File: src/tsr_pkg.sv
`timescale 1ns / 1ps

package tsr_pkg;

  // Command codes on the request channel
  typedef enum logic [1:0] {
    CMD_PUT   = 2'd0,
    CMD_READ  = 2'd1,
    CMD_CLEAR = 2'd2,
    CMD_NONE  = 2'd3
  } cmd_e;

  // Control characters of the put stream
  localparam logic [7:0] CharCr = 8'd13;
  localparam logic [7:0] CharLf = 8'd10;
  localparam logic [7:0] CharBs = 8'd8;

  // Row index width for the largest supported row count (1024 rows)
  localparam int unsigned MaxRowW = 10;

  // Operation handed from front to back
  typedef enum logic [1:0] {
    OP_NONE  = 2'd0,
    OP_WRITE = 2'd1,
    OP_READ  = 2'd2,
    OP_CLEAR = 2'd3
  } op_e;

  typedef struct packed {
    logic [1:0] cmd;
    logic [7:0] char_code;
    logic [7:0] line_index;
    logic [7:0] col_index;
  } tsr_req_t;

  typedef struct packed {
    logic [7:0] read_char;
    logic [7:0] live_rows;
  } tsr_rsp_t;

  typedef struct packed {
    op_e                op;
    logic [MaxRowW-1:0] row;
    logic [7:0]         col;
    logic [7:0]         data;
    logic [7:0]         live;
  } tsr_op_t;

endpackage

File: src/tsr_front.sv
`timescale 1ns / 1ps

module tsr_front import tsr_pkg::*; #(
  parameter int unsigned ROW_COUNT = 160,
  parameter int unsigned ROW_WIDTH = 200
) (
  input  logic     clk_i,
  input  logic     rst_ni,
  input  logic     accept_i,
  input  tsr_req_t req_i,
  output logic     push_o,
  output tsr_op_t  op_o
);

  localparam int unsigned RW   = (ROW_COUNT > 1) ? $clog2(ROW_COUNT) : 1;
  localparam int unsigned CW   = (ROW_WIDTH > 1) ? $clog2(ROW_WIDTH) : 1;
  localparam int unsigned LW   = $clog2(ROW_COUNT + 1);
  localparam int unsigned CmpW = (LW > 8) ? LW : 8;
  localparam int unsigned SW   = ((RW > 8) ? RW : 8) + 1;

  logic [RW-1:0] head_q, head_d;
  logic [RW-1:0] first_q, first_d;
  logic [LW-1:0] live_q, live_d;
  logic [CW-1:0] fill_q, fill_d;

  logic [SW-1:0]   row_sum;
  logic [SW-1:0]   row_wrap;
  logic            line_ok;
  logic            col_ok;
  logic            do_close;
  logic            at_last_col;

  assign row_sum  = SW'(first_q) + SW'(req_i.line_index);
  assign row_wrap = (row_sum >= SW'(ROW_COUNT)) ? row_sum - SW'(ROW_COUNT) : row_sum;
  assign line_ok  = CmpW'(req_i.line_index) < CmpW'(live_q);
  assign col_ok   = {1'b0, req_i.col_index} < 9'(ROW_WIDTH);
  assign at_last_col = {1'b0, fill_q} >= (CW + 1)'(ROW_WIDTH - 1);

  always_comb begin
    head_d   = head_q;
    first_d  = first_q;
    live_d   = live_q;
    fill_d   = fill_q;
    do_close = 1'b0;
    op_o.op   = OP_NONE;
    op_o.row  = MaxRowW'(head_q);
    op_o.col  = 8'(fill_q);
    op_o.data = 8'd0;

    unique case (cmd_e'(req_i.cmd))
      CMD_PUT: begin
        priority if (req_i.char_code == CharCr) begin
          // dropped
        end else if (req_i.char_code == CharLf) begin
          do_close = 1'b1;
        end else if (req_i.char_code == CharBs) begin
          if (fill_q != '0) begin
            fill_d = fill_q - CW'(1);
          end
        end else if (!at_last_col) begin
          op_o.op   = OP_WRITE;
          op_o.data = req_i.char_code;
          fill_d    = fill_q + CW'(1);
        end else begin
          // row full: close it, byte is lost
          do_close = 1'b1;
        end
      end
      CMD_READ: begin
        if (line_ok && col_ok) begin
          op_o.op  = OP_READ;
          op_o.row = MaxRowW'(RW'(row_wrap));
          op_o.col = req_i.col_index;
        end
      end
      CMD_CLEAR: begin
        op_o.op = OP_CLEAR;
        head_d  = '0;
        first_d = '0;
        live_d  = '0;
        fill_d  = '0;
      end
      CMD_NONE: begin
      end
      default: begin
      end
    endcase

    if (do_close) begin
      // terminator at the fill column, then step the ring
      op_o.op = OP_WRITE;
      fill_d  = '0;
      head_d  = (head_q == RW'(ROW_COUNT - 1)) ? '0 : head_q + RW'(1);
      if (live_q < LW'(ROW_COUNT)) begin
        live_d = live_q + LW'(1);
      end else begin
        first_d = (first_q == RW'(ROW_COUNT - 1)) ? '0 : first_q + RW'(1);
      end
    end

    // live count as reported, low eight bits only
    op_o.live = 8'(live_d);
  end

  assign push_o    = accept_i;

  always_ff @(posedge clk_i or negedge rst_ni) begin
    if (!rst_ni) begin
      head_q  <= '0;
      first_q <= '0;
      live_q  <= '0;
      fill_q  <= '0;
    end else if (accept_i) begin
      head_q  <= head_d;
      first_q <= first_d;
      live_q  <= live_d;
      fill_q  <= fill_d;
    end
  end

endmodule

File: config.mk
export PLATFORM = sky130hd
export DESIGN_NAME = tsr_front
export DESIGN_NICKNAME = d
export VERILOG_FILES = /design/src/tsr_pkg.sv /design/src/tsr_front.sv
export SDC_FILE = /design/constraint.sdc
export NUM_CORES = 1
export LEC_CHECK = 0
export BUFFER_PORTS_ARGS = -buffer_cell sky130_fd_sc_hd__clkbuf_2
export CAP_MARGIN = 20
export CORE_AREA = 10 10 105 107
export DETAILED_ROUTE_END_ITERATION = 8
export DIE_AREA = 0 0 115 117
export GPL_TIMING_DRIVEN = 0
export PLACE_DENSITY = 0.51
export SYNTH_ARGS = -nofsm -noshare
export SYNTH_HDL_FRONTEND = slang
export SYNTH_SLANG_ARGS = --single-unit
File: constraint.sdc
create_clock -name clk_i -period 13.7 [get_ports clk_i]
set_clock_uncertainty 0.1 [all_clocks]
set_input_delay 4.11 -clock clk_i [delete_from_list [all_inputs] [get_ports clk_i]]
set_output_delay 4.11 -clock clk_i [all_outputs]
set_load 0.01 [all_outputs]
Word-level counts from Yosys, hierarchy flattened
Cells that the tools add are included.
Widths: inputs -> output; s select.
{"block": "totals", "regBits": 32, "latch_bits": 0, "ramBits": 0, "mem_bits_ro": 0, "inputBits": 29, "output_inout_bits": 37, "word_cells": 70, "memories": 0}
{"block": "classes", "n_addsub": 7, "mul": 0, "div": 0, "magnitude_cmp": 5, "eq_ne": 11, "shifts": 0, "muxes": 36, "bitwise_logic": 0, "reduce_logical": 7}
{"op": "$mux 8", "n": 22}
{"op": "$add 8x1->8 const B", "n": 4}
{"op": "$eq 8x4->1 const B", "n": 3}
{"op": "$mux 20", "n": 1}
{"op": "$mux 18", "n": 1}
{"op": "$eq 8x8->1 const B", "n": 2}
{"op": "$lt 8x8->1 const B", "n": 2}
{"op": "$pmux 8 s2", "n": 1}
{"op": "$add 8x8->9", "n": 1}
{"op": "$ge 9x8->1 const B", "n": 1}
{"op": "$mux 1", "n": 9}
{"op": "$ge 8x8->1 const B", "n": 1}
{"op": "$lt 8x8->1", "n": 1}
{"op": "$ne 4x4->1 const B", "n": 2}
{"op": "$reduce_bool 8->1", "n": 1}
{"op": "$sub 8x1->8 const B", "n": 1}
{"op": "$sub 8x8->8 const B", "n": 1}
{"op": "$ne 3x3->1 const B", "n": 2}
{"op": "$pmux 2 s3", "n": 1}
{"op": "$reduce_and 6->1", "n": 1}
{"op": "$reduce_bool 3->1", "n": 1}
{"op": "$eq 2x1->1 const B", "n": 1}
{"op": "$eq 2x2->1 const B", "n": 1}
{"op": "$logic_not 2->1", "n": 1}
{"op": "other kinds (4)", "n": 4}

Depth between registers and ports, before layout
{"block": "logic_depth", "ltp_word": 8, "depth_mapped": 11, "mapped_depth_nobuf": 11}

Worst setup path after synthesis
OpenSTA, ideal clock, no wires.
{"block": "synth_timing", "path_type": "input-to-output", "from": "input port req_i[8] (netlist bit)", "to": "output port op_o[29] (netlist bit)", "arrival_ns": 6.322, "required_time_ns": 9.490, "path_slack_ns": 3.168, "stages": 11, "n_path_buf": 0, "path_cell_list": "ha_1 > inv_1 > fa_1 > nor2b_1 > o21ai_0 > a211oi_1 > ha_1 > inv_1 > a211oi_1 > nor4bb_1 > a211o_1"}
{"element": "start: declaration", "line_no": "tsr_front.sv:10", "text": "input tsr_req_t req_i,"}
{"element": "end: declaration", "line_no": "tsr_front.sv:12", "text": "output tsr_op_t op_o"}

==> summary.md <==
| Metric | Value |
|---|---|
| Outcome | `completed` |
| Chip height | `117 um` |
| Crit start category | `primary input` |
| PwrDens | `65.7 nW/um^2` |
| IO Port Bufs | `63` |
| Mux contribution to synthesized area | `7.58%` |
| Critical Path Sink Type | `primary output` |
| DR iter-0 viols | `191` |
| Worst Path Required | `9.49 ns` |
| Most common cell in the netlist | `nand2_1` |
| RSZ-0062 raised after global routing | `no` |
| Pre-antenna DRT Iters | `4` |
| Post-Synthesis Cells | `361` |
| Sequential area share after synthesis | `26.1%` |
| Unique masters post-synth | `59` |
| Worst-path clk slew | `0.07 ns` |
| DR WL/cell | `16.6 um` |
| Ys flop type | `dfrtp_1` |
| First-pass GRT wire length | `15000 um` |
| Final std cells w/o fill | `545` |
| CTS sink cnt | `32` |
| Clock Tree Buf Depth | `2` |
| CP Max Fanout | `4` |
| Final hold violation count | `0` |
| Fin crit share | `82.1%` |
| Commonest cells post-synth | `36 x nand2_1, 32 x dfrtp_1, 25 x ha_1, 21 x nor2_1, 21 x o21ai_0` |
| GPL Wtd Cong | `0.838` |
| Crit path DAT | `7.03 ns` |
| Ys async rst share | `100%` |
| NumNets Final | `489` |
| Row cnt | `35` |
| Synth area leader | `dfrtp_1` |
| Hold Crit Class | `reg2reg` |
| Ys Warns | `0` |
| Post-Synth XOR/XNOR Area | `3.71%` |
| Slew headroom | `41.8%` |
| Initial antenna violation count | `0` |
| Share of cells above drive strength 1 | `22.6%` |
| Total vias in the final route | `2990` |
| MaxCap Viol Count | `0` |
| Setup violations, final | `0` |
| #FFs+latches synth | `32` |
| Maximum operating frequency | `0.0890 GHz` |
| Post-route ant nets | `0` |
| Fraction of the mapped netlist area in simple logic gates | `24.1%` |
| Vias in the first global route | `2995` |
| Reg power frac | `43.6%` |
| Residual DRC | `0` |
| Internal power | `163 uW` |
| Maximum vdd drop | `26.7 uV` |
| CTS Root Cell | `clkbuf_8` |
| Largest family of logic cells by synthesized area | `simple AND/OR/NAND/NOR gates` |
| Switch share | `31.8%` |
| CTS Buf Count | `5` |
| Slew Limit Fails | `0` |
| Starting Density | `34.0%` |
| Post-route cell area | `3630 sq um` |
| Mean area per synthesized cell | `8.50 sq um` |
| Worst-margin pin slew | `0.873 ns` |
| Share of Yosys cell area claimed by the top area cell type | `26.1%` |
| I/O pin cnt | `66` |
| Mapped Area | `3070 sq um` |
| Core Area | `9020 sq um` |
| Area delta synth->final | `18.4%` |
| Cts repair resizes | `0` |
| Setup TNS | `0 ns` |
| Top post-synthesis cells by area | `dfrtp_1 26%, ha_1 10%, nand2_1 4.4%, mux2i_1 3.9%, a22o_1 3.7%` |
| TritonCTS clock tree | `done` |
| Compound-Gate Fraction of Synth Area | `22.3%` |
| H-tree depth | `2` |
| Die X | `115 um` |
| Combinational power share | `23.8%` |
| Clock Latency Late Sink | `0.29 ns` |
| Sw power | `75.9 uW` |
| Hold-fix buffers, CTS | `0` |
| Setup bufs post-CTS | `0` |
| Dpl cells | `537` |
| Grt ovf | `0` |
| Final HPWL from detailed placement | `7200 um` |
| Number of diodes | `0` |
| Pleak | `1.70 nW` |
| Area of the die | `13500 sq um` |
| Fin crit period | `11.24 ns` |
| Via-to-Cell Ratio | `5.49` |
| Largest net degree at the start of global routing | `33` |
| Routed wire length | `9050 um` |
| GRT Total Usage | `13.6%` |
| Critical path type | `in2out` |
| Placement Cell Area | `3540 sq um` |
| Post-synth EDFFs | `0` |
| Adder-cell share of the synthesized area | `11.5%` |
| Clock share of power | `32.6%` |
cell usage in the layout, fill, tap and decap left out, types with 6 or more instances in the layout:
cell      Yosys  layout
clkbuf_2      0      63
nand2_1      36      36
dfrtp_1      32      32
ha_1         25      25
nor2_1       21      21
o21ai_0      21      21
inv_1        19      19
nand3_1      15      15
nand4_1      14      14
a22o_1       13      13
a21oi_1      12      12
mux2i_1      12      12
nor3_1       11      11
clkbuf_1     10      10
mux2_2       10      10
and2_1        9       9
xnor2_1       9       9
clkbuf_8      0       6
per-layer routing:
layer | global-route usage, % | up-vias | share of wire (%)
li1 | - | 1504 | -
met1 | 17.2 | 1426 | 47
met2 | 22.6 | 53 | 47
met3 | 3.31 | 7 | 5.3
met4 | 3.30 | 0 | 1.0
met5 | 0 | - | 0
logic make-up (layout without fill, tap and decap cells):
logic type               after synthesis  after routing
AND/OR/NAND/NOR                      139            139
AO/OA/AOI/OAI                         93             93
buffers and inverters                 34            106
flip-flops                            32             32
adder cells (fa/ha/maj)               27             27
multiplexers                          22             22
XOR/XNOR                              13             13
other                                  1              2
critical path, cell delays in order:
cell	delay [ns]
clkbuf_2	0.10
ha_1	0.17
inv_1	0.06
fa_1	0.40
nor2b_1	0.22
o21ai_0	0.17
a211oi_1	0.47
ha_1	0.25
inv_1	0.06
a211oi_1	0.39
nor4bb_1	0.35
a211o_1	0.15
clkbuf_2	0.13
final timing paths:
check                                       from                      to  slack, ns  depth (start not counted)
max in group asynchronous                 rst_ni  first_q[4]$_DFFE_PN0P_       9.12                          1
max reg2reg                fill_q[0]$_DFFE_PN0P_   head_q[6]$_DFFE_PN0P_      11.30                          6
min in group asynchronous                 rst_ni  first_q[2]$_DFFE_PN0P_       3.83                          1
min reg2reg                live_q[7]$_DFFE_PN0P_   live_q[7]$_DFFE_PN0P_       0.42                          2
min                        live_q[7]$_DFFE_PN0P_   live_q[7]$_DFFE_PN0P_       0.42                          2
max                                     req_i[8]                op_o[29]       2.46                         13
power groups by stage:
stage               Sequential (mW)  Combinational (mW)  Clock [mW]
global route                  0.105              0.0641      0.0844
global placement              0.106              0.0569           0
floorplan                     0.104              0.0357           0
detailed placement            0.106              0.0580           0
finish                        0.104              0.0568      0.0778
CTS                           0.104              0.0579      0.0808
state kept, by name, indices dropped and copies added (netlist names):
name,flops
fill_q,8
first_q,8
head_q,8
live_q,8
cell type report:
cell class	count	area, sq um
buffer	15	70.1
clock buffer	6	82.6
clock inverter	2	10.0
fill	945	5390
inverter	19	71.3
multi-input combinational	296	2140
sequential	32	801
tap	111	139
timing repair buffer	64	323
per-stage QoR:
step | worst slack [ns] | hold slack, ns | power, mW | util, %
6_report | 2.46 | 0.421 | 0.239 | 40.3
5_1_grt | 2.10 | 0.441 | 0.254 | 40.3
4_1_cts | 2.43 | 0.425 | 0.243 | 40.3
3_5_place_dp | 2.45 | 0.409 | 0.164 | 39.3
3_3_place_gp | 2.51 | 0.396 | 0.163 | 39.1
2_1_floorplan | 3.17 | 0.372 | 0.140 | -
Note: power is estimated with default switching activity, not from simulation.
