[src/tsr_pkg.sv]
`timescale 1ns / 1ps

package tsr_pkg;

  // Command codes on the request channel
  typedef enum logic [1:0] {
    CMD_PUT   = 2'd0,
    CMD_READ  = 2'd1,
    CMD_CLEAR = 2'd2,
    CMD_NONE  = 2'd3
  } cmd_e;

  // Control characters of the put stream
  localparam logic [7:0] CharCr = 8'd13;
  localparam logic [7:0] CharLf = 8'd10;
  localparam logic [7:0] CharBs = 8'd8;

  // Row index width for the largest supported row count (1024 rows)
  localparam int unsigned MaxRowW = 10;

  // Operation handed from front to back
  typedef enum logic [1:0] {
    OP_NONE  = 2'd0,
    OP_WRITE = 2'd1,
    OP_READ  = 2'd2,
    OP_CLEAR = 2'd3
  } op_e;

  typedef struct packed {
    logic [1:0] cmd;
    logic [7:0] char_code;
    logic [7:0] line_index;
    logic [7:0] col_index;
  } tsr_req_t;

  typedef struct packed {
    logic [7:0] read_char;
    logic [7:0] live_rows;
  } tsr_rsp_t;

  typedef struct packed {
    op_e                op;
    logic [MaxRowW-1:0] row;
    logic [7:0]         col;
    logic [7:0]         data;
    logic [7:0]         live;
  } tsr_op_t;

endpackage

[src/tsr_queue.sv]
`timescale 1ns / 1ps

module tsr_queue import tsr_pkg::*; (
  input  logic    clk_i,
  input  logic    rst_ni,
  input  logic    push_i,
  input  tsr_op_t op_i,
  input  logic    pop_i,
  output logic    valid_o,
  output logic    full_o,
  output tsr_op_t op_o
);

  // two-entry FIFO
  tsr_op_t    slot_q [2];
  logic       wr_ptr_q;
  logic       rd_ptr_q;
  logic [1:0] count_q;

  assign valid_o = count_q != 2'd0;
  assign full_o  = count_q == 2'd2;
  assign op_o    = slot_q[rd_ptr_q];

  always_ff @(posedge clk_i) begin
    if (push_i) begin
      slot_q[wr_ptr_q] <= op_i;
    end
  end

  always_ff @(posedge clk_i or negedge rst_ni) begin
    if (!rst_ni) begin
      wr_ptr_q <= 1'b0;
      rd_ptr_q <= 1'b0;
      count_q  <= 2'd0;
    end else begin
      if (push_i) begin
        wr_ptr_q <= ~wr_ptr_q;
      end
      if (pop_i) begin
        rd_ptr_q <= ~rd_ptr_q;
      end
      if (push_i && !pop_i) begin
        count_q <= count_q + 2'd1;
      end else if (pop_i && !push_i) begin
        count_q <= count_q - 2'd1;
      end
    end
  end

endmodule

[config.mk]
export PLATFORM = sky130hd
export DESIGN_NAME = tsr_queue
export DESIGN_NICKNAME = d
export VERILOG_FILES = /design/src/tsr_pkg.sv /design/src/tsr_queue.sv
export SDC_FILE = /design/constraint.sdc
export NUM_CORES = 1
export LEC_CHECK = 0
export ABC_AREA = 1
export BUFFER_PORTS_ARGS = -buffer_cell sky130_fd_sc_hd__buf_4
export CORE_MARGIN = 3
export CORE_UTILIZATION = 30
export CTS_CLUSTER_SIZE = 8
export DETAILED_ROUTE_END_ITERATION = 7
export GPL_TIMING_DRIVEN = 0
export MAX_ROUTING_LAYER = met4
export PLACE_DENSITY_LB_ADDON = 0.15
export REMOVE_ABC_BUFFERS = 1
export SETUP_SLACK_MARGIN = 0.05
export SLEW_MARGIN = 5
export SYNTH_ARGS = -nofsm -noshare
export SYNTH_HDL_FRONTEND = slang
export SYNTH_SLANG_ARGS = --single-unit
export TNS_END_PERCENT = 100
[constraint.sdc]
create_clock -name clk_i -period 2.5 [get_ports clk_i]
set_clock_uncertainty 0.1 [all_clocks]
set_input_delay 0.375 -clock clk_i [delete_from_list [all_inputs] [get_ports clk_i]]
set_output_delay 0.375 -clock clk_i [all_outputs]
set_load 0.03 [all_outputs]
== After elaboration in Yosys (flattened, before gate mapping) ==
Memories as Yosys holds them, arrays and structs flattened.
Index checks and enable logic that the tools add are counted.
Storage, ports and cells
  flip-flop bits (word level): 4
  RAM bits: 72
  input bits: 40
  memories: 1
Memories
  slot_q: words 2, bits a word 36, rd ports 1, clocked after Yosys merged registers in 0, wr ports 1, RTL line tsr_queue.sv:15  | tsr_op_t slot_q [2];
Cells by class
  $add $sub $neg: 2
  equality and inequality tests: 1
  muxes and demuxes: 4
  bitwise gates (word level): 2
  reduce and logical (&&, ||, !) cells: 6
Operators with widths (number)
  2-to-1 mux 2 bit: 2
  nonzero test 2 bit: 2
  adder 2 x 1 -> 2 bit (second input constant): 1
  == test 2 bit (second input constant): 1
  logical AND 1 bit: 2
  logical NOT 1 bit: 2
  2-to-1 mux 1 bit: 2
  inverter 1 bit: 2
  subtractor 2 x 1 -> 2 bit (second input constant): 1

== Depth between registers and ports, before layout ==
Gate-level depths: netlist (run 1).
  word-level depth: 4
  mapped depth: 7
  mapped depth without buffers: 7

== Least setup slack after synthesis (run 1) ==
No wires, ideal clock.
  path kind: input port to flip-flop
  start: in push_i
  end: mem slot_q[0][0] in the netlist's numbering, enable pin
  setup time: 0.430 ns
  arrival time: 1.931 ns
  required time: 1.970 ns
  slack: 0.039 ns
  stages on the path: 2
  path buffers: 0
  cell sequence: inv_1 > nor2_1
Between the ends
  longest elaborated chain between the ends: 2
RTL lines
  start, declared: RTL line tsr_queue.sv:6  | input logic push_i,
  2-to-1 mux 1 bit: RTL line tsr_queue.sv:25  | if (push_i) begin
  2-to-1 mux 1 bit (not written as such): RTL line tsr_queue.sv:26  | slot_q[wr_ptr_q] <= op_i;
  end, declared: RTL line tsr_queue.sv:15
No other way between the ends.

==> qor.csv, run 1 <==
stage,metric,value,unit
cells_and_area,drive_gt1_frac,0.587,
timing,setup_ws,0.215,ns
grt,grt_pass1_vias,1566,
timing,finalHoldViolCount,0,
cts,clk_pin_slew_worst_paths,0.08,ns
cts,ctsLongestPathBuffers,2,
critical_path,cp_num_buf_inv,2,
critical_path,reg2regPathDepth,2,
grt,grt_use_total,0.0999,
detailed_routing,drt-pass1-iter-count,5,
power,ir_drop,0.457,mV
detailed_routing,highest_layer,met4,
synthesis,yosys-top-cells-count,"edfxtp_1, mux2_4, inv_1, mux2_2, nand2_1",
detailed_routing,routedWlPerCell,14.3,um
cts,cts_buffers,9,
critical_path,max_stage_delay,0.63,ns
grt,grt_pass1_wl,7980,um
timing,finalCritPeriodShare,0.914,
timing,fmax,438,MHz
synthesis,avgSynthCellArea,21.6,sq um
cells_and_area,design_area,3950,sq um
placement,preCtsSetupSlack,0.544,ns
grt,antenna_found_initial,0,
critical_path,worstSetupPathDepth,3,
timing,relSlewSlack,0.672,
cells_and_area,nFillCells,879,
timing,worstMarginPinSlew,0.491,ns
placement,place_area,3690,sq um
critical_path,worstSetupPathType,flop to primary output,
run,maxCapViolCount,0,
cts,cts_tree,built,
timing,setup_viol,0,
critical_path,crit_fanout,27,
synthesis,yosysTopAreaCell,edfxtp_1,
timing,holdWs,0.105,ns
critical_path,critical-path-top-delay-family,flip-flops,
synthesis,syn_area,2950,sq um
cts,worstSkewPairLatency,0.34,ns
cells_and_area,multi_input_area,602,sq um
timing,final.min_clock_period,2.29,ns
synthesis,synth_ff_type,edfxtp_1,
timing,slew_violations,0,
cells_and_area,ff_latch_area,2260,sq um
critical_path,worstPathArrival,1.81,ns
detailed_routing,drt-initial-drc-count,27,
synthesis,synth_top_area_share,0.732,
power,power.density,1210,nW/um^2
detailed_routing,dr_wl_met2,2640,um
power,p_leak,1.59,nW
run_status,outcome,"finished, final reports clean",
detailed_routing,drc,0,
hold_path,hp-class,input port to flop,
detailed_routing,routed_via_density,4.09,
critical_path,startpoint_type,flop,
placement,gp_congestion,0.644,
floorplanning,start_util,0.314,
critical_path,cp-end-kind,primary output,
synthesis,ys_seq_elements,76,
synthesis,synth_edf_count,72,
cells_and_area,fin_nets,266,
detailed_routing,drt_wl_total,5140,um
synthesis,seq_area_frac_synth,0.766,
critical_path,critPathSlowestCell,dfrtp_2,
synthesis,synth.area.top_cells,"edfxtp_1, mux2_4, dfrtp_1",
cts,htreeDepth,3,
floorplanning,rows,35,
detailed_routing,route.met3.wl,289,um
cts,cts.sinks,76,
synthesis,yosysMostFrequentCell,edfxtp_1,
placement,port_buffers,77,
cts,cts_root_buffer,clkbuf_8,
detailed_routing,wl_met1,2130,um
floorplanning,die_area,11100,sq um
cts,ctsResizeCount,0,
cts,cts_setup_buffers,0,
hold_path,worstHoldPathCells,2,
grt,grt_overflow,0,
floorplanning,ios,78,
synthesis,synth_warnings,0,
synthesis,netlist_instances,137,
grt,grt_max_degree,28,
cells_and_area,syn2layout_area_growth,33.7,%
floorplanning,die_h,105,um
critical_path,cp_data_required_time,2.03,ns
critical_path,reg2reg_slack,0.97,ns
floorplanning,die_x,105,um
synthesis,synth_cell_types,14,
placement,dp_hpwl,3370,um
floorplanning,core_area,9420,sq um
detailed_routing,postRouteAntennaNets,0,
detailed_routing,vias,1467,
timing,rsz0062_at_grt,false,
critical_path,crit_chain,buf_12 > mux2_2 > buf_4,
cells_and_area,n_antenna_cell,0,
synthesis,synthArstFlopShare,0.0526,
==> metal layers <==
| layer | GRT usage | vias to the layer above |
|---|---|---|
| met4 | 0.0366 | 0 |
| met5 | - | - |
| met3 | 0.0416 | 7 |
| met2 | 0.158 | 48 |
| met1 | 0.114 | 715 |
| li1 | - | 697 |
==> registers in the layout (all words and copies together), names as in the netlist <==
| name | count |
|---|---|
| rd_ptr_q | 1 |
| wr_ptr_q | 1 |
| count_q | 2 |
| slot_q | 72 |
==> report_power, final <==
part | switching, W | internal, W | total [W]
Clock | 0.000460 | 0.000669 | 0.00113
Combinational | 0.00101 | 0.000839 | 0.00185
Sequential | 0.000126 | 0.00169 | 0.00182
==> per-stage QoR <==
stage / cells / utilization / TNS (ns) / total power [W]
detailed placement: 342 / 0.392 / 0 / 0.00374
CTS: 359 / 0.419 / 0 / 0.00488
finish: 359 / 0.419 / 0 / 0.00479
floorplan: 133 / - / 0 / 0.00307
global placement: 339 / 0.385 / -61.99 / 0.00372
global route: 359 / 0.419 / 0 / 0.00504
==> path summary, 6_finish.rpt <==
check / start / endpoint
setup / recovery: rd_ptr_q / op_o[33]
hold / removal: pop_i / rd_ptr_q
setup reg to reg: wr_ptr_q / slot_q[0][28]
hold reg to reg: count_q[1] / count_q[1]
max in group asynchronous: rst_ni / rd_ptr_q
min in group asynchronous: rst_ni / count_q[0]
==> logic make-up (layout without fill, tap and decap cells) <==
| logic type | Yosys count | count (layout) | synth area share |
|---|---|---|---|
| xor gates and xnor gates | 3 | 3 | 0.00890 |
| adders and majority gates | 1 | 1 | 0.00423 |
| buffers and inverters | 11 | 104 | 0.0330 |
| DFF | 76 | 76 | 0.766 |
| muxes | 36 | 36 | 0.174 |
| and+or+nand+nor | 10 | 10 | 0.0140 |
==> worst register-to-register path, stage by stage, from the launching register on <==
cell,delay [ns]
dfrtp_1,0.43
nor2_4,0.43
buf_12,0.26
==> cell usage in the layout (no fill, tap or decap), types with 2 or more instances in the layout <==
cell       synthesis  layout
buf_12             3       3
clkbuf_8           0       9
nand2_1            6       6
mux2_4            29      29
bufinv_16          0       3
inv_1              7       6
edfxtp_1          72      72
mux2_2             7       7
xor2_1             2       2
dfrtp_1            4       3
clkinv_4           0       2
buf_4              0      77
==> repair_timing <==
item	4_1_cts	5_1_grt
endpoints found under the setup margin	0	0
hold buffers	1	0
hold endpoints to repair	4	0
==> final cells by class <==
type	instances	area share
Timing Repair Buffer	81	0.164
Tap cell	129	0.0409
Multi-Input combinational cell	50	0.152
Clock inverter	7	0.0314
Clock buffer	9	0.0314
Sequential cell	76	0.573
Inverter	7	0.00665
(Power assumes the default switching activity.)
==> run 2, diff against run 1 <==
--- a/config.mk
+++ b/config.mk
@@ -5,7 +5,6 @@
 export SDC_FILE = /design/constraint.sdc
 export NUM_CORES = 1
 export LEC_CHECK = 0
-export ABC_AREA = 1
 export BUFFER_PORTS_ARGS = -buffer_cell sky130_fd_sc_hd__buf_4
 export CORE_MARGIN = 3
 export CORE_UTILIZATION = 30
==> run 2 against run 1 <==
Clock-buffer cell count up 2. Synthesized cell count shrank 6.6%. Setup slack improved by 0.012 ns. Core utilization is 0.29 points higher. Critical path depth unchanged. Fmax increased by 0.52%. Total power is 1.5% higher.
==> qor.csv, run 2 <==
stage,metric,value,unit,change
detailed_routing,drc,0,,unchanged
cells_and_area,design_area,3960,sq um,was 3950 sq um
cells_and_area,final_util,0.422,,was 0.419
cells_and_area,final_cell_mix,"buf_4, edfxtp_1, mux2_4",,unchanged
timing,setup_viol,0,,unchanged
placement,dp.cells,333,,was 342
cells_and_area,drive_gt1_frac,0.602,,was 0.587
placement,dp_hpwl,3270,um,was 3370 um
detailed_routing,routedWlPerCell,14.3,um,about the same
grt,grt_use_total,0.0989,,was 0.0999
detailed_routing,drt-initial-drc-count,27,,unchanged
synthesis,synth_xor_area_frac,0.0149,,was 0.00889
floorplanning,core_area,9370,sq um,was 9420 sq um
synthesis,synth.area.top_cells,"edfxtp_1, mux2_4, dfrtp_1",,unchanged
placement,gp_congestion,0.626,,was 0.644
floorplanning,die_h,105,um,about the same
synthesis,ys_seq_elements,76,,unchanged
cells_and_area,largest_register_ffs,72,,unchanged
critical_path,worstSetupPathType,flop to primary output,,unchanged
cells_and_area,stdcell_count,350,,was 359
critical_path,crit_fanout,19,,was 27
timing,finalHoldViolCount,0,,unchanged
power,p_leak,1.57,nW,was 1.59 nW
grt,grtUsageMet2,0.153,,was 0.158
synthesis,avgSynthCellArea,22.9,sq um,was 21.6 sq um
critical_path,startpoint_type,flop,,unchanged
floorplanning,die_x,105,um,about the same
cells_and_area,syn2layout_area_growth,34.8,%,was 33.7%
synthesis,yosys-top-cells-count,"edfxtp_1, mux2_4, mux2_2",,"was edfxtp_1, mux2_4, inv_1, mux2_2, nand2_1"
cts,ctsLongestPathBuffers,2,,unchanged
cts,clk_pin_slew_worst_paths,0.08,ns,about the same
floorplanning,ios,78,,unchanged
synthesis,yosysTopAreaCell,edfxtp_1,,unchanged
timing,finalCritPeriodShare,0.909,,was 0.914
cts,htreeDepth,3,,unchanged
cts,cts.sinks,76,,unchanged
synthesis,seq_area_frac_synth,0.770,,was 0.766
timing,slew_violations,0,,unchanged
detailed_routing,vias,1424,,was 1467
detailed_routing,drt_wl_total,5000,um,was 5140 um
synthesis,synthArstFlopShare,0.0526,,unchanged
synthesis,yosysMostFrequentCell,edfxtp_1,,unchanged
grt,use_met3,0.0389,,was 0.0416
timing,fmax,440,MHz,was 438 MHz
grt,grt_overflow,0,,unchanged
grt,grt_most_used_layer,met2,,unchanged
detailed_routing,routed_via_density,4.07,,was 4.09
grt,antenna_found_initial,0,,unchanged
grt,grt_pass1_vias,1553,,was 1566
grt,grt_pass1_wl,7910,um,was 7980 um
timing,relSlewSlack,0.592,,was 0.672
synthesis,synth_top_area_share,0.736,,was 0.732
hold_path,hp-class,input port to flop,,unchanged
cts,cts_root_buffer,clkbuf_8,,unchanged
synthesis,yosys.area_share.adder,0.00426,,was 0.00424
synthesis,synthMuxAreaShare,0.175,,was 0.174
synthesis,synthSimpleGateAreaFrac,0.00980,,was 0.0140
synthesis,syn_area,2940,sq um,was 2950 sq um
power,power.density,1230,nW/um^2,was 1210 nW/um^2
placement,port_buffers,77,,unchanged
critical_path,cp-end-kind,primary output,,unchanged
floorplanning,rows,35,,unchanged
timing,worstMarginPinSlew,0.610,ns,was 0.491 ns
run_status,outcome,"finished, final reports clean",,unchanged
critical_path,worstPathArrival,1.80,ns,was 1.81 ns
placement,preCtsSetupSlack,0.429,ns,was 0.544 ns
synthesis,synth_compound_area_frac,0,,unchanged
floorplanning,start_util,0.313,,was 0.314
grt,grt_max_degree,21,,was 28
cells_and_area,top_regs,"slot_q (72), count_q (2)",,unchanged
synthesis,synth_top_family_by_area,multiplexers,,unchanged
timing,final.min_clock_period,2.27,ns,was 2.29 ns
cells_and_area,n_antenna_cell,0,,unchanged
detailed_routing,postRouteAntennaNets,0,,unchanged
detailed_routing,drt-pass1-iter-count,4,,was 5
critical_path,startpoint,rd_ptr_q,,unchanged
cts,worstSkewPairLatency,0.34,ns,about the same
placement,place_area,3690,sq um,about the same
synthesis,synth_warnings,0,,unchanged
synthesis,netlist_instances,128,,was 137
run,maxCapViolCount,0,,unchanged
cts,cts_tree,built,,unchanged
critical_path,cp_data_required_time,2.03,ns,about the same
hold_path,holdCritStartpoint,op_i[7],,was pop_i
cells_and_area,largest_register,slot_q,,unchanged
synthesis,synth_edf_count,72,,unchanged
timing,setup_ws,0.227,ns,was 0.215 ns
floorplanning,die_area,11000,sq um,was 11100 sq um
cells_and_area,final_common_cell,buf_4,,unchanged
synthesis,synth_ff_type,edfxtp_1,,unchanged
timing,rsz0062_at_grt,false,,unchanged
cts,cts_buffers,9,,unchanged
critical_path,reg2reg_from,wr_ptr_q,,unchanged
synthesis,synth_cell_types,14,,unchanged
power,ir_drop,0.577,mV,was 0.457 mV
grt,use_met1,0.110,,was 0.114
cells_and_area,fin_nets,257,,was 266
## run 2: layer usage
| metal | part of all wire | wire [um] |
|---|---|---|
| met1 | 0.41 | 2030 |
| met2 | 0.50 | 2510 |
| met3 | 0.069 | 343 |
| met4 | 0.024 | 120 |
| met5 | 0 | 0 |
## run 2: repair_timing
action,4_1_cts,5_1_grt
endpoints found under the setup margin,4,0
endpoints found under the hold margin,4,0
resized for setup,1,0
buffers inserted,0,0
hold buffers,1,0
## run 2: layout make-up
type | count | area (sq um)
fillers | 887 | 5410
flip-flops and latches | 76 | 2270
clock buffers | 11 | 131
multi-input cells | 47 | 608
well taps | 129 | 161
clock inverters | 5 | 124
repair buffers | 81 | 663
inverters | 1 | 3.75
## run 2: report_power, final
group | total (W) | internal [W] | switching, W
sequential | 0.00186 | 0.00170 | 0.000163
combinational | 0.00182 | 0.000859 | 0.000963
clock | 0.00119 | 0.000762 | 0.000424
total | 0.00487 | 0.00332 | 0.00155
## run 2: per-stage QoR
step / total power (W) / TNS [ns] / hold slack (ns)
floorplan: 0.00307 / -1.83 / -0.0206
global placement: 0.00371 / -63.55 / 0.0767
detailed placement: 0.00375 / 0 / 0.0757
CTS: 0.00495 / 0 / 0.0907
global route: 0.00510 / 0 / 0.0832
finish: 0.00487 / 0 / 0.110
## run 2: path summary, 6_finish.rpt
path | endpoint | slack (ns) | cells past startpoint
hold / removal | slot_q[1][7] | 0.11 | 1
setup / recovery | op_o[30] | 0.23 | 3
max in group asynchronous | rd_ptr_q | 1.93 | 2
hold reg to reg | count_q[1] | 0.38 | 1
setup reg to reg | slot_q[0][30] | 0.91 | 2
min in group asynchronous | count_q[0] | 0.26 | 2
## run 2: worst max-delay path, cell delays in order (launching register included)
cell and delay, ns:
dfrtp_4 0.68, buf_12 0.24, mux2_2 0.35, buf_4 0.17
## run 2: kinds of logic (layout without fill, tap and decap cells)
kind of cell / Yosys count / count (layout)
adder cells (fa/ha/maj): 1 / 1
AND/OR/NAND/NOR: 5 / 5
buffers and inverters: 5 / 98
flip-flops: 76 / 76
multiplexers: 36 / 36
XOR/XNOR: 5 / 5
